### src/design/base64_stream_encoder_macros.svh
// Assertion macros shared by the encoder modules.
// The synthesis variants expand to nothing.
`ifndef BASE64_STREAM_ENCODER_MACROS_SVH
`define BASE64_STREAM_ENCODER_MACROS_SVH

`ifndef SYNTHESIS

`define B64E_ASSERT(label, clk, rst_n, prop) \
  label: assert property (@(posedge clk) disable iff (!rst_n) prop) \
    else $error("base64 encoder assertion failed");

`define B64E_ASSERT_NEVER(label, clk, rst_n, expr) \
  label: assert property (@(posedge clk) disable iff (!rst_n) !(expr)) \
    else $error("base64 encoder forbidden condition seen");

`else

`define B64E_ASSERT(label, clk, rst_n, prop)

`define B64E_ASSERT_NEVER(label, clk, rst_n, expr)

`endif

`endif

### src/design/b64e_pkg.sv
package b64e_pkg;

  localparam int unsigned CharW    = 8;
  localparam int unsigned SextetW  = 6;
  localparam int unsigned NumSlots = 4;
  localparam int unsigned SlotIdxW = 2;

  localparam logic [CharW-1:0] PadChar   = 8'h3D;
  localparam logic [CharW-1:0] PlusChar  = 8'h2B;
  localparam logic [CharW-1:0] SlashChar = 8'h2F;
  localparam logic [CharW-1:0] UpperBase = 8'h41;
  localparam logic [CharW-1:0] LowerBase = 8'h47;  // 'a' less 26
  localparam logic [CharW-1:0] DigitBase = 8'hFC;  // '0' less 52, modulo 256

  // One queued job: the characters that one input byte produces.
  typedef struct packed {
    logic [NumSlots-1:0][CharW-1:0] chars;
    logic [SlotIdxW-1:0]            cnt_m1;
    logic                           last;
  } b64e_job_t;

  // Maps a sextet onto the standard alphabet.
  function automatic logic [CharW-1:0] b64_char(input logic [SextetW-1:0] v);
    logic [CharW-1:0] wide;
    logic [CharW-1:0] ch;
    wide = {2'b00, v};
    if (v < 6'd26) begin
      ch = UpperBase + wide;
    end else if (v < 6'd52) begin
      ch = LowerBase + wide;
    end else if (v < 6'd62) begin
      ch = DigitBase + wide;
    end else if (v == 6'd62) begin
      ch = PlusChar;
    end else begin
      ch = SlashChar;
    end
    return ch;
  endfunction

endpackage

### src/design/b64e_front.sv
module b64e_front
  import b64e_pkg::*;
(
  input  logic             clk_i,
  input  logic             rst_ni,
  input  logic             valid_i,
  output logic             ready_o,
  input  logic [CharW-1:0] data_byte_i,
  input  logic             last_byte_i,
  input  logic             queue_full_i,
  output logic             push_o,
  output b64e_job_t        job_o
);

  typedef enum logic [1:0] {
    PH_ZERO,
    PH_ONE,
    PH_TWO
  } b64e_phase_e;

  b64e_phase_e   phase_q, phase_d;
  logic [3:0]    left_q, left_d;
  logic [SextetW-1:0] s0, s1;

  assign ready_o = !queue_full_i;
  assign push_o  = valid_i && ready_o;

  always_comb begin
    s0      = '0;
    s1      = '0;
    phase_d = PH_ZERO;
    left_d  = '0;
    job_o   = '0;
    unique case (phase_q)
      PH_ONE: begin
        s0           = {left_q[1:0], data_byte_i[7:4]};
        phase_d      = PH_TWO;
        left_d       = data_byte_i[3:0];
        job_o.cnt_m1 = 2'd0;
      end
      PH_TWO: begin
        s0           = {left_q, data_byte_i[7:6]};
        s1           = data_byte_i[5:0];
        phase_d      = PH_ZERO;
        left_d       = '0;
        job_o.cnt_m1 = 2'd1;
      end
      default: begin
        s0           = data_byte_i[7:2];
        phase_d      = PH_ONE;
        left_d       = {2'b00, data_byte_i[1:0]};
        job_o.cnt_m1 = 2'd0;
      end
    endcase
    job_o.chars[0] = b64_char(s0);
    job_o.chars[1] = b64_char(s1);
    job_o.last     = last_byte_i;
    if (last_byte_i) begin
      // Flush the leftover bits, zero-filled, then pad to a full quad.
      if (phase_d == PH_ONE) begin
        job_o.chars[1] = b64_char({left_d[1:0], 4'b0000});
        job_o.chars[2] = PadChar;
        job_o.chars[3] = PadChar;
        job_o.cnt_m1   = 2'd3;
      end else if (phase_d == PH_TWO) begin
        job_o.chars[1] = b64_char({left_d, 2'b00});
        job_o.chars[2] = PadChar;
        job_o.cnt_m1   = 2'd2;
      end
      phase_d = PH_ZERO;
      left_d  = '0;
    end
  end

  always_ff @(posedge clk_i or negedge rst_ni) begin
    if (!rst_ni) begin
      phase_q <= PH_ZERO;
      left_q  <= '0;
    end else if (push_o) begin
      phase_q <= phase_d;
      left_q  <= left_d;
    end
  end

endmodule

### src/design/b64e_fifo.sv
`include "base64_stream_encoder_macros.svh"

module b64e_fifo
  import b64e_pkg::*;
#(
  parameter int unsigned Depth = 2
) (
  input  logic      clk_i,
  input  logic      rst_ni,
  input  logic      push_i,
  input  b64e_job_t data_i,
  output logic      full_o,
  input  logic      pop_i,
  output logic      not_empty_o,
  output b64e_job_t data_o
);

  localparam int unsigned AddrW = (Depth > 1) ? $clog2(Depth) : 1;
  localparam int unsigned CntW  = $clog2(Depth + 1);

  b64e_job_t        mem_q [Depth];
  logic [AddrW-1:0] wr_ptr_q, rd_ptr_q;
  logic [CntW-1:0]  count_q;

  assign full_o      = (count_q == CntW'(Depth));
  assign not_empty_o = (count_q != '0);
  assign data_o      = mem_q[rd_ptr_q];

  always_ff @(posedge clk_i) begin
    if (push_i) begin
      mem_q[wr_ptr_q] <= data_i;
    end
  end

  always_ff @(posedge clk_i or negedge rst_ni) begin
    if (!rst_ni) begin
      wr_ptr_q <= '0;
      rd_ptr_q <= '0;
      count_q  <= '0;
    end else begin
      if (push_i) begin
        wr_ptr_q <= (wr_ptr_q == AddrW'(Depth - 1)) ? '0 : wr_ptr_q + 1'b1;
      end
      if (pop_i) begin
        rd_ptr_q <= (rd_ptr_q == AddrW'(Depth - 1)) ? '0 : rd_ptr_q + 1'b1;
      end
      if (push_i && !pop_i) begin
        count_q <= count_q + 1'b1;
      end else if (pop_i && !push_i) begin
        count_q <= count_q - 1'b1;
      end
    end
  end

  `B64E_ASSERT_NEVER(a_no_overflow, clk_i, rst_ni, push_i && full_o)
  `B64E_ASSERT_NEVER(a_no_underflow, clk_i, rst_ni, pop_i && !not_empty_o)

endmodule

### src/design/b64e_back.sv
`include "base64_stream_encoder_macros.svh"

module b64e_back
  import b64e_pkg::*;
(
  input  logic             clk_i,
  input  logic             rst_ni,
  input  logic             job_valid_i,
  input  b64e_job_t        job_i,
  output logic             job_pop_o,
  output logic             m_axis_tvalid,
  input  logic             m_axis_tready,
  output logic [CharW-1:0] m_axis_tdata,
  output logic             m_axis_tlast
);

  b64e_job_t           job_q;
  logic                job_valid_q;
  logic [SlotIdxW-1:0] idx_q;
  logic                out_valid_q;
  logic [CharW-1:0]    out_char_q;
  logic                out_last_q;
  logic                load;
  logic                final_slot;

  assign load       = job_valid_q && (!out_valid_q || m_axis_tready);
  assign final_slot = (idx_q == job_q.cnt_m1);
  assign job_pop_o  = job_valid_i && (!job_valid_q || (load && final_slot));

  assign m_axis_tvalid = out_valid_q;
  assign m_axis_tdata  = out_char_q;
  assign m_axis_tlast  = out_last_q;

  always_ff @(posedge clk_i) begin
    if (job_pop_o) begin
      job_q <= job_i;
    end
    if (load) begin
      out_char_q <= job_q.chars[idx_q];
      out_last_q <= job_q.last && final_slot;
    end
  end

  always_ff @(posedge clk_i or negedge rst_ni) begin
    if (!rst_ni) begin
      job_valid_q <= 1'b0;
      idx_q       <= '0;
      out_valid_q <= 1'b0;
    end else begin
      if (job_pop_o) begin
        job_valid_q <= 1'b1;
        idx_q       <= '0;
      end else if (load) begin
        if (final_slot) begin
          job_valid_q <= 1'b0;
        end
        idx_q <= idx_q + 1'b1;
      end
      if (load) begin
        out_valid_q <= 1'b1;
      end else if (m_axis_tready) begin
        out_valid_q <= 1'b0;
      end
    end
  end

  // A byte that does not end the message gives one or two characters;
  // a closing byte always gives at least two.
  `B64E_ASSERT(a_job_shape, clk_i, rst_ni,
               job_pop_o |-> (job_i.last ? (job_i.cnt_m1 != '0) : (job_i.cnt_m1 <= 2'd1)))
  `B64E_ASSERT_NEVER(a_idx_in_range, clk_i, rst_ni, job_valid_q && (idx_q > job_q.cnt_m1))

endmodule

### src/design/base64_stream_encoder.sv
// A taken byte passes through the job queue, the job register and the output register.
// Throughput: one character per cycle at the output register while m_axis_tready is high,
// so a byte gives one to four characters (four characters for every three bytes of a long
// message); the single-character output port sets this rate.
// Input bytes are taken every cycle while the job queue between front and back has room.
// Reset (rst_ni low, asynchronous) restarts the group phase, empties the queue and drops tvalid.
module base64_stream_encoder
  import b64e_pkg::*;
#(
  parameter int unsigned QueueDepth = 2
) (
  input  logic             clk_i,
  input  logic             rst_ni,
  // Input bytes.
  input  logic             s_axis_tvalid,
  output logic             s_axis_tready,
  input  logic [CharW-1:0] s_axis_tdata,   // [7:0] data_byte
  input  logic             s_axis_tlast,   // last_byte
  // Encoded characters.
  output logic             m_axis_tvalid,
  input  logic             m_axis_tready,
  output logic [CharW-1:0] m_axis_tdata,   // [7:0] out_char
  output logic             m_axis_tlast    // last_char
);

  // The front end turns each accepted byte into a job holding all of
  // the characters it produces, including the flush character and the
  // padding when the byte closes the message.
  b64e_job_t push_job;
  b64e_job_t head_job;
  logic      push;
  logic      pop;
  logic      queue_full;
  logic      queue_not_empty;

  b64e_front u_front (
    .clk_i        (clk_i),
    .rst_ni       (rst_ni),
    .valid_i      (s_axis_tvalid),
    .ready_o      (s_axis_tready),
    .data_byte_i  (s_axis_tdata),
    .last_byte_i  (s_axis_tlast),
    .queue_full_i (queue_full),
    .push_o       (push),
    .job_o        (push_job)
  );

  // The short job queue lets the input side keep taking bytes while the
  // output side is still working through a longer job or is stalled.
  b64e_fifo #(
    .Depth (QueueDepth)
  ) u_fifo (
    .clk_i       (clk_i),
    .rst_ni      (rst_ni),
    .push_i      (push),
    .data_i      (push_job),
    .full_o      (queue_full),
    .pop_i       (pop),
    .not_empty_o (queue_not_empty),
    .data_o      (head_job)
  );

  // The back end issues the characters of each job one per cycle while m_axis_tready
  // allows, through a registered output stage, and marks the final one.
  b64e_back u_back (
    .clk_i         (clk_i),
    .rst_ni        (rst_ni),
    .job_valid_i   (queue_not_empty),
    .job_i         (head_job),
    .job_pop_o     (pop),
    .m_axis_tvalid (m_axis_tvalid),
    .m_axis_tready (m_axis_tready),
    .m_axis_tdata  (m_axis_tdata),
    .m_axis_tlast  (m_axis_tlast)
  );

endmodule

### config.mk
export PLATFORM = sky130hd
export DESIGN_NAME = base64_stream_encoder
export DESIGN_NICKNAME = d
export VERILOG_FILES = /design/src/design/b64e_pkg.sv /design/src/design/b64e_front.sv /design/src/design/b64e_fifo.sv /design/src/design/b64e_back.sv /design/src/design/base64_stream_encoder.sv
export VERILOG_INCLUDE_DIRS = /design/src /design/src/design
export SDC_FILE = /design/constraint.sdc
export NUM_CORES = 1
export LEC_CHECK = 0
export BUFFER_PORTS_ARGS = -buffer_cell sky130_fd_sc_hd__buf_2
export CORE_UTILIZATION = 30
export CTS_BUF_LIST = sky130_fd_sc_hd__clkbuf_8
export DETAILED_ROUTE_END_ITERATION = 16
export PLACE_DENSITY = 0.54
export RECOVER_POWER = 100
export SLEW_MARGIN = 20
export SYNTH_ARGS = -nofsm -noshare
export SYNTH_HDL_FRONTEND = slang
export SYNTH_SLANG_ARGS = --single-unit
### constraint.sdc
create_clock -name clk_i -period 7.89 [get_ports clk_i]
set_input_delay 0.789 -clock clk_i [delete_from_list [all_inputs] [get_ports clk_i]]
set_output_delay 0.789 -clock clk_i [all_outputs]
set_load 0.05 [all_outputs]
# Word level (Yosys, flattened, before mapping)
# Memories as Yosys holds them, arrays and structs flattened. A register that Yosys moved wholly into a read port is not among the register bits.
# Index checks and enable logic that the tools add are counted.
# totals
mem_bits_rw	70
wordCells	112
regBits	23
n_memories	1
# op_classes
order_cmp	13
mux	43
n_eq_ne	8
n_addsub	17
n_reduce_logical	20
# memory_table
memory	depth	word_bits	rd	rd_ports_with_merged_regs	write_ports	line	source
u_fifo.mem_q	2	35	1	1	1	b64e_fifo.sv:21	b64e_job_t mem_q [Depth];
# ops
operator	count
$mux 8	13
$add 7x6->8 const A	8
$lt 6x6->1 const B	8
$add 3x7->8 const A	4
$lt 6x5->1 const B	4
$mux 24	1
$bmux 8 s2	1
$mux 16	1
$mux 2	8
$mux 14	1
$eq 6x6->1 const B	2
$mux 6	2
$pmux 6 s2	1
$mux 1	10
$reduce_bool 2->1	5
$pmux 4 s2	1
$logic_and 1x1->1	7
$eq 2x2->1 const B	3
$mux 3	2
$logic_not 1->1	5
$add 2x1->2 const B	2
$eq 2x1->1 const B	2
$mux 4	1
$pmux 2 s2	1
other kinds (6)	8

# Depth between registers and ports, before layout
# logic_depth
ltp_word	10
depth_mapped	12
mapped_depth_nobuf	11

# By module
# From an unflattened synthesis, not the netlist that was laid out.
# hier_totals
cells_unflattened	433
area_unflattened_um2	6261.0
# by_module_without_submodules
module	area_per_inst_um2	instances	cells_each	seq_area_each_um2
b64e_fifo	2865.2	1	125	2202.1
b64e_back	1791.7	1	78	1421.4
b64e_front	1604.0	1	230	150.1

# Least setup slack after synthesis
# No wires, ideal clock.
# synth_path
kind	input to register
startpoint	input port s_axis_tdata[7]
endpoint	memory u_fifo.mem_q[0][6] in the netlist's numbering, data pin
path_stages	9
path_buffers	0
required_ns	7.614
path_slack_ns	4.900
arrival_ns	2.714
cell_sequence	a221o_2 o21ai_1 inv_1 ha_1 a31o_2 a31oi_1 o21ai_2 a2111oi_0 a211oi_1
# synth_lines
item	line	source
start, declared	base64_stream_encoder.sv:17	input logic [CharW-1:0] s_axis_tdata,
end, declared	b64e_fifo.sv:21	

==> results.toml <==
[routing]
drt-total-wl_um = 8550
avgRoutedWirePerCell_um = 15.3
drc = 0
num_vias = 2754
viasPerCell = 4.93
drt_iter0_drc = 224
drt_pass1_iterations = 4
ant_nets = 0

[layout]
seqCellArea_um2 = 2420
multiInputGateArea_um2 = 1710
finalInstanceArea_um2 = 4690
nets = 402
area_delta_synth_final_pct = 8.53
nFillCells = 1414
antenna_cells = 0
drive_gt1_share_pct = 14.2

[logic_synthesis]
synth_cell_types = 62
synth_area_per_cell_um2 = 12.1
yosys_most_used_dff = "edfxtp_1"
async_reset_ff_share_pct = 16.9
synth_seq_cells = 83
yosysWarnings = 0
syn_inst = 356
synth-edff-count = 69
seq_area_frac_synth_pct = 56.0
netlist_area_um2 = 4330

[sta]
hold_violations = 0
relSlewSlack_pct = 13.0
finalClockSkew_ns = 0.00812
period_needed_ns = 4.65
rsz0062_at_grt = "no"
worst_pin_slew_ns = 1.31
maxSlewViolCount = 0
postLayoutSetupSlackWorst_ns = 3.24
max_freq_ghz = 0.215
setup_tns_ns = 0
fin_crit_sh_pct = 58.9
setup_viol_count_final = 0

[power]
power.density_nw_per_um2 = 430
vdd_drop_max_mv = 0.100
p_total_uw = 2020
p_leak_uw = 0.00168

[floorplanning]
num_rows = 43
core_um2 = 14000
ios = 24
die_w_um = 122
die_h_um = 122
initial_core_util_pct = 30.9
dieArea_um2 = 14900

[global_route]
grt_start_max_net_pins = 25
grt_pass1_wl_um = 14400
antenna_found_initial = 0
grt_pass1_vias = 2771
grt-ovfl-total = 0
gr-usage-met3_pct = 3.04
met2_usage_pct = 21.0
gr-max-usage-layer = "met2"
use_met1_pct = 16.0
gr-usage-all-layers_pct = 12.6

[cts]
cts-root-buf = "clkbuf_8"
clk_latency_ns = 0.35
cts_tree = "built"
postCtsSetupBuffers = 0
post_cts_resized = 0
numClockSinks = 83
cts.htree.levels = 3
clkTransAtPathRegs_ns = 0.08
clockBufferDepth = 2
cts_hold_buf = 0
cts_made_buffers = 9

[place]
dpl_worst_slack_ns = 4.25
postPlaceCellArea_um2 = 4580
port_buffers = 23
gp_congestion = 0.834
hpwl_um = 5950

[worst_setup_path]
cp.required_ns = 7.97
r2r-end = "u_fifo.mem_q[0][6]"
cpMaxStageDelayCell = "o21ai_0"
critPathKind = "reg2reg"
cp_slowest_stage_delay_ns = 1.01
ff2ff_setup_slack_ns = 3.24
reg2regPathDepth = 11
start_kind = "flip-flop"
worstPathCellList = "inv_1 -> ha_1 -> clkinvlp_2 -> o21ai_0 -> inv_1 -> ha_1 -> a31o_2 -> a31oi_1 -> o21ai_0 -> a2111oi_0 -> a211oi_1"
r2r-start = "u_front.phase_q[0]"
worstPathArrival_ns = 4.73
endpoint_kind = "flip-flop"
crit_fanout = 17

[flow_run]
maxCapViolations = 0

[outcome]
status = "complete, no violations"

[min_path]
hp-class = "in2async"
-- logic make-up (layout without fill, tap and decap cells) --
kind of cell / Yosys count / after routing / share of synthesized area [%]
AO/OA/AOI/OAI: 87 / 87 / 14.8
adder cells (fa/ha/maj): 15 / 15 / 4.34
AND/OR/NAND/NOR: 87 / 87 / 10.1
multiplexers: 29 / 29 / 7.29
flip-flops: 83 / 83 / 56.0
other: 1 / 2 / 0.0867
XOR/XNOR: 16 / 16 / 3.24
buffers and inverters: 38 / 60 / 4.11
-- state kept, by name, summed over array words and instances, names as in the netlist --
register	count
u_fifo.wr_ptr_q	1
u_back.m_axis_tlast	1
u_front.left_q	4
u_back.idx_q	2
u_fifo.mem_q	40
u_back.job_q	20
u_front.phase_q	2
u_back.m_axis_tdata	8
u_fifo.count_q	2
u_back.job_valid_q	1
u_fifo.rd_ptr_q	1
u_back.m_axis_tvalid	1
-- critical path: cells and delay by family, from the launching register on --
kind | cells | cell delay [ns]
compound gates | 6 | 2.40
fa+ha+maj | 2 | 0.92
flops | 1 | 0.37
buf+inv | 3 | 0.68
-- routing by layer --
metal | wire length [um] | vias up
met5 | 0 | -
met4 | 107 | 0
met3 | 277 | 8
met2 | 4090 | 45
met1 | 4080 | 1344
li1 | - | 1357
-- report_power, final --
part	total, uW	internal (uW)	leakage (uW)	switching (uW)
sequential	837	741	0.000805	95.1
combinational	931	337	0.000789	594
clock	251	110	0.0000813	142
-- how the worst max path moves through the flow --
stage	from	to
final	u_front.phase_q[0]	u_fifo.mem_q[0][6]
after global routing	u_front.phase_q[0]	u_fifo.mem_q[0][6]
after CTS	u_front.phase_q[0]	u_fifo.mem_q[0][6]
after detailed placement	u_front.phase_q[0]	u_fifo.mem_q[1][6]
after global placement	u_front.phase_q[0]	u_fifo.mem_q[0][6]
after floorplan	s_axis_tdata[7]	u_fifo.mem_q[0][6]
-- final cells by class --
cell class / count / share of cell area (%)
inverters: 19 / 1.55
well taps: 180 / 4.80
repair buffers: 25 / 2.27
clock buffers: 9 / 2.64
multi-input cells: 236 / 36.4
clock inverters: 7 / 0.773
flip-flops and latches: 83 / 51.6
-- synth_stat cells (6+ instances only) --
master    instances  area share, %
o21ai_0          17            2.0
inv_1            18            1.6
a21oi_1           7           0.81
clkbuf_1          9           0.78
dfrtp_1          14            8.1
mux2i_1           9            2.1
nand2_1          29            2.5
nor2_1           21            1.8
ha_1             15            4.3
xor2_1           12            2.4
edfxtp_1         69             48
mux2_2           20            5.2
a31oi_1           6           0.87
-- through the flow --
stage / hold slack, ns / util (%) / instances
global placement: 0.478 / 32.8 / 543
CTS: 0.327 / 33.9 / 559
finish: 0.489 / 33.6 / 559
floorplan: 0.461 / - / 357
global route: 0.531 / 33.6 / 559
detailed placement: 0.484 / 32.8 / 543
-- cells in the final DEF, fill, tap and decap left out, drive strengths merged, types with 5 or more instances in the layout --
| cell type | Yosys | layout |
|---|---|---|
| xor2 | 12 | 12 |
| edfxtp | 69 | 69 |
| a22o | 5 | 5 |
| nor2 | 21 | 21 |
| o22ai | 5 | 5 |
| a221o | 5 | 5 |
| ha | 15 | 15 |
| and2 | 5 | 5 |
| nand3 | 5 | 5 |
| a21oi | 7 | 7 |
| mux2 | 20 | 20 |
| clkbuf | 9 | 24 |
| o21ai | 24 | 24 |
| buf | 10 | 10 |
| nand2b | 6 | 6 |
| mux2i | 9 | 9 |
| nand2 | 30 | 30 |
| inv | 18 | 19 |
| a31oi | 6 | 6 |
| dfrtp | 14 | 14 |
| o31ai | 5 | 5 |
Note: power is estimated with default switching activity, not from simulation.
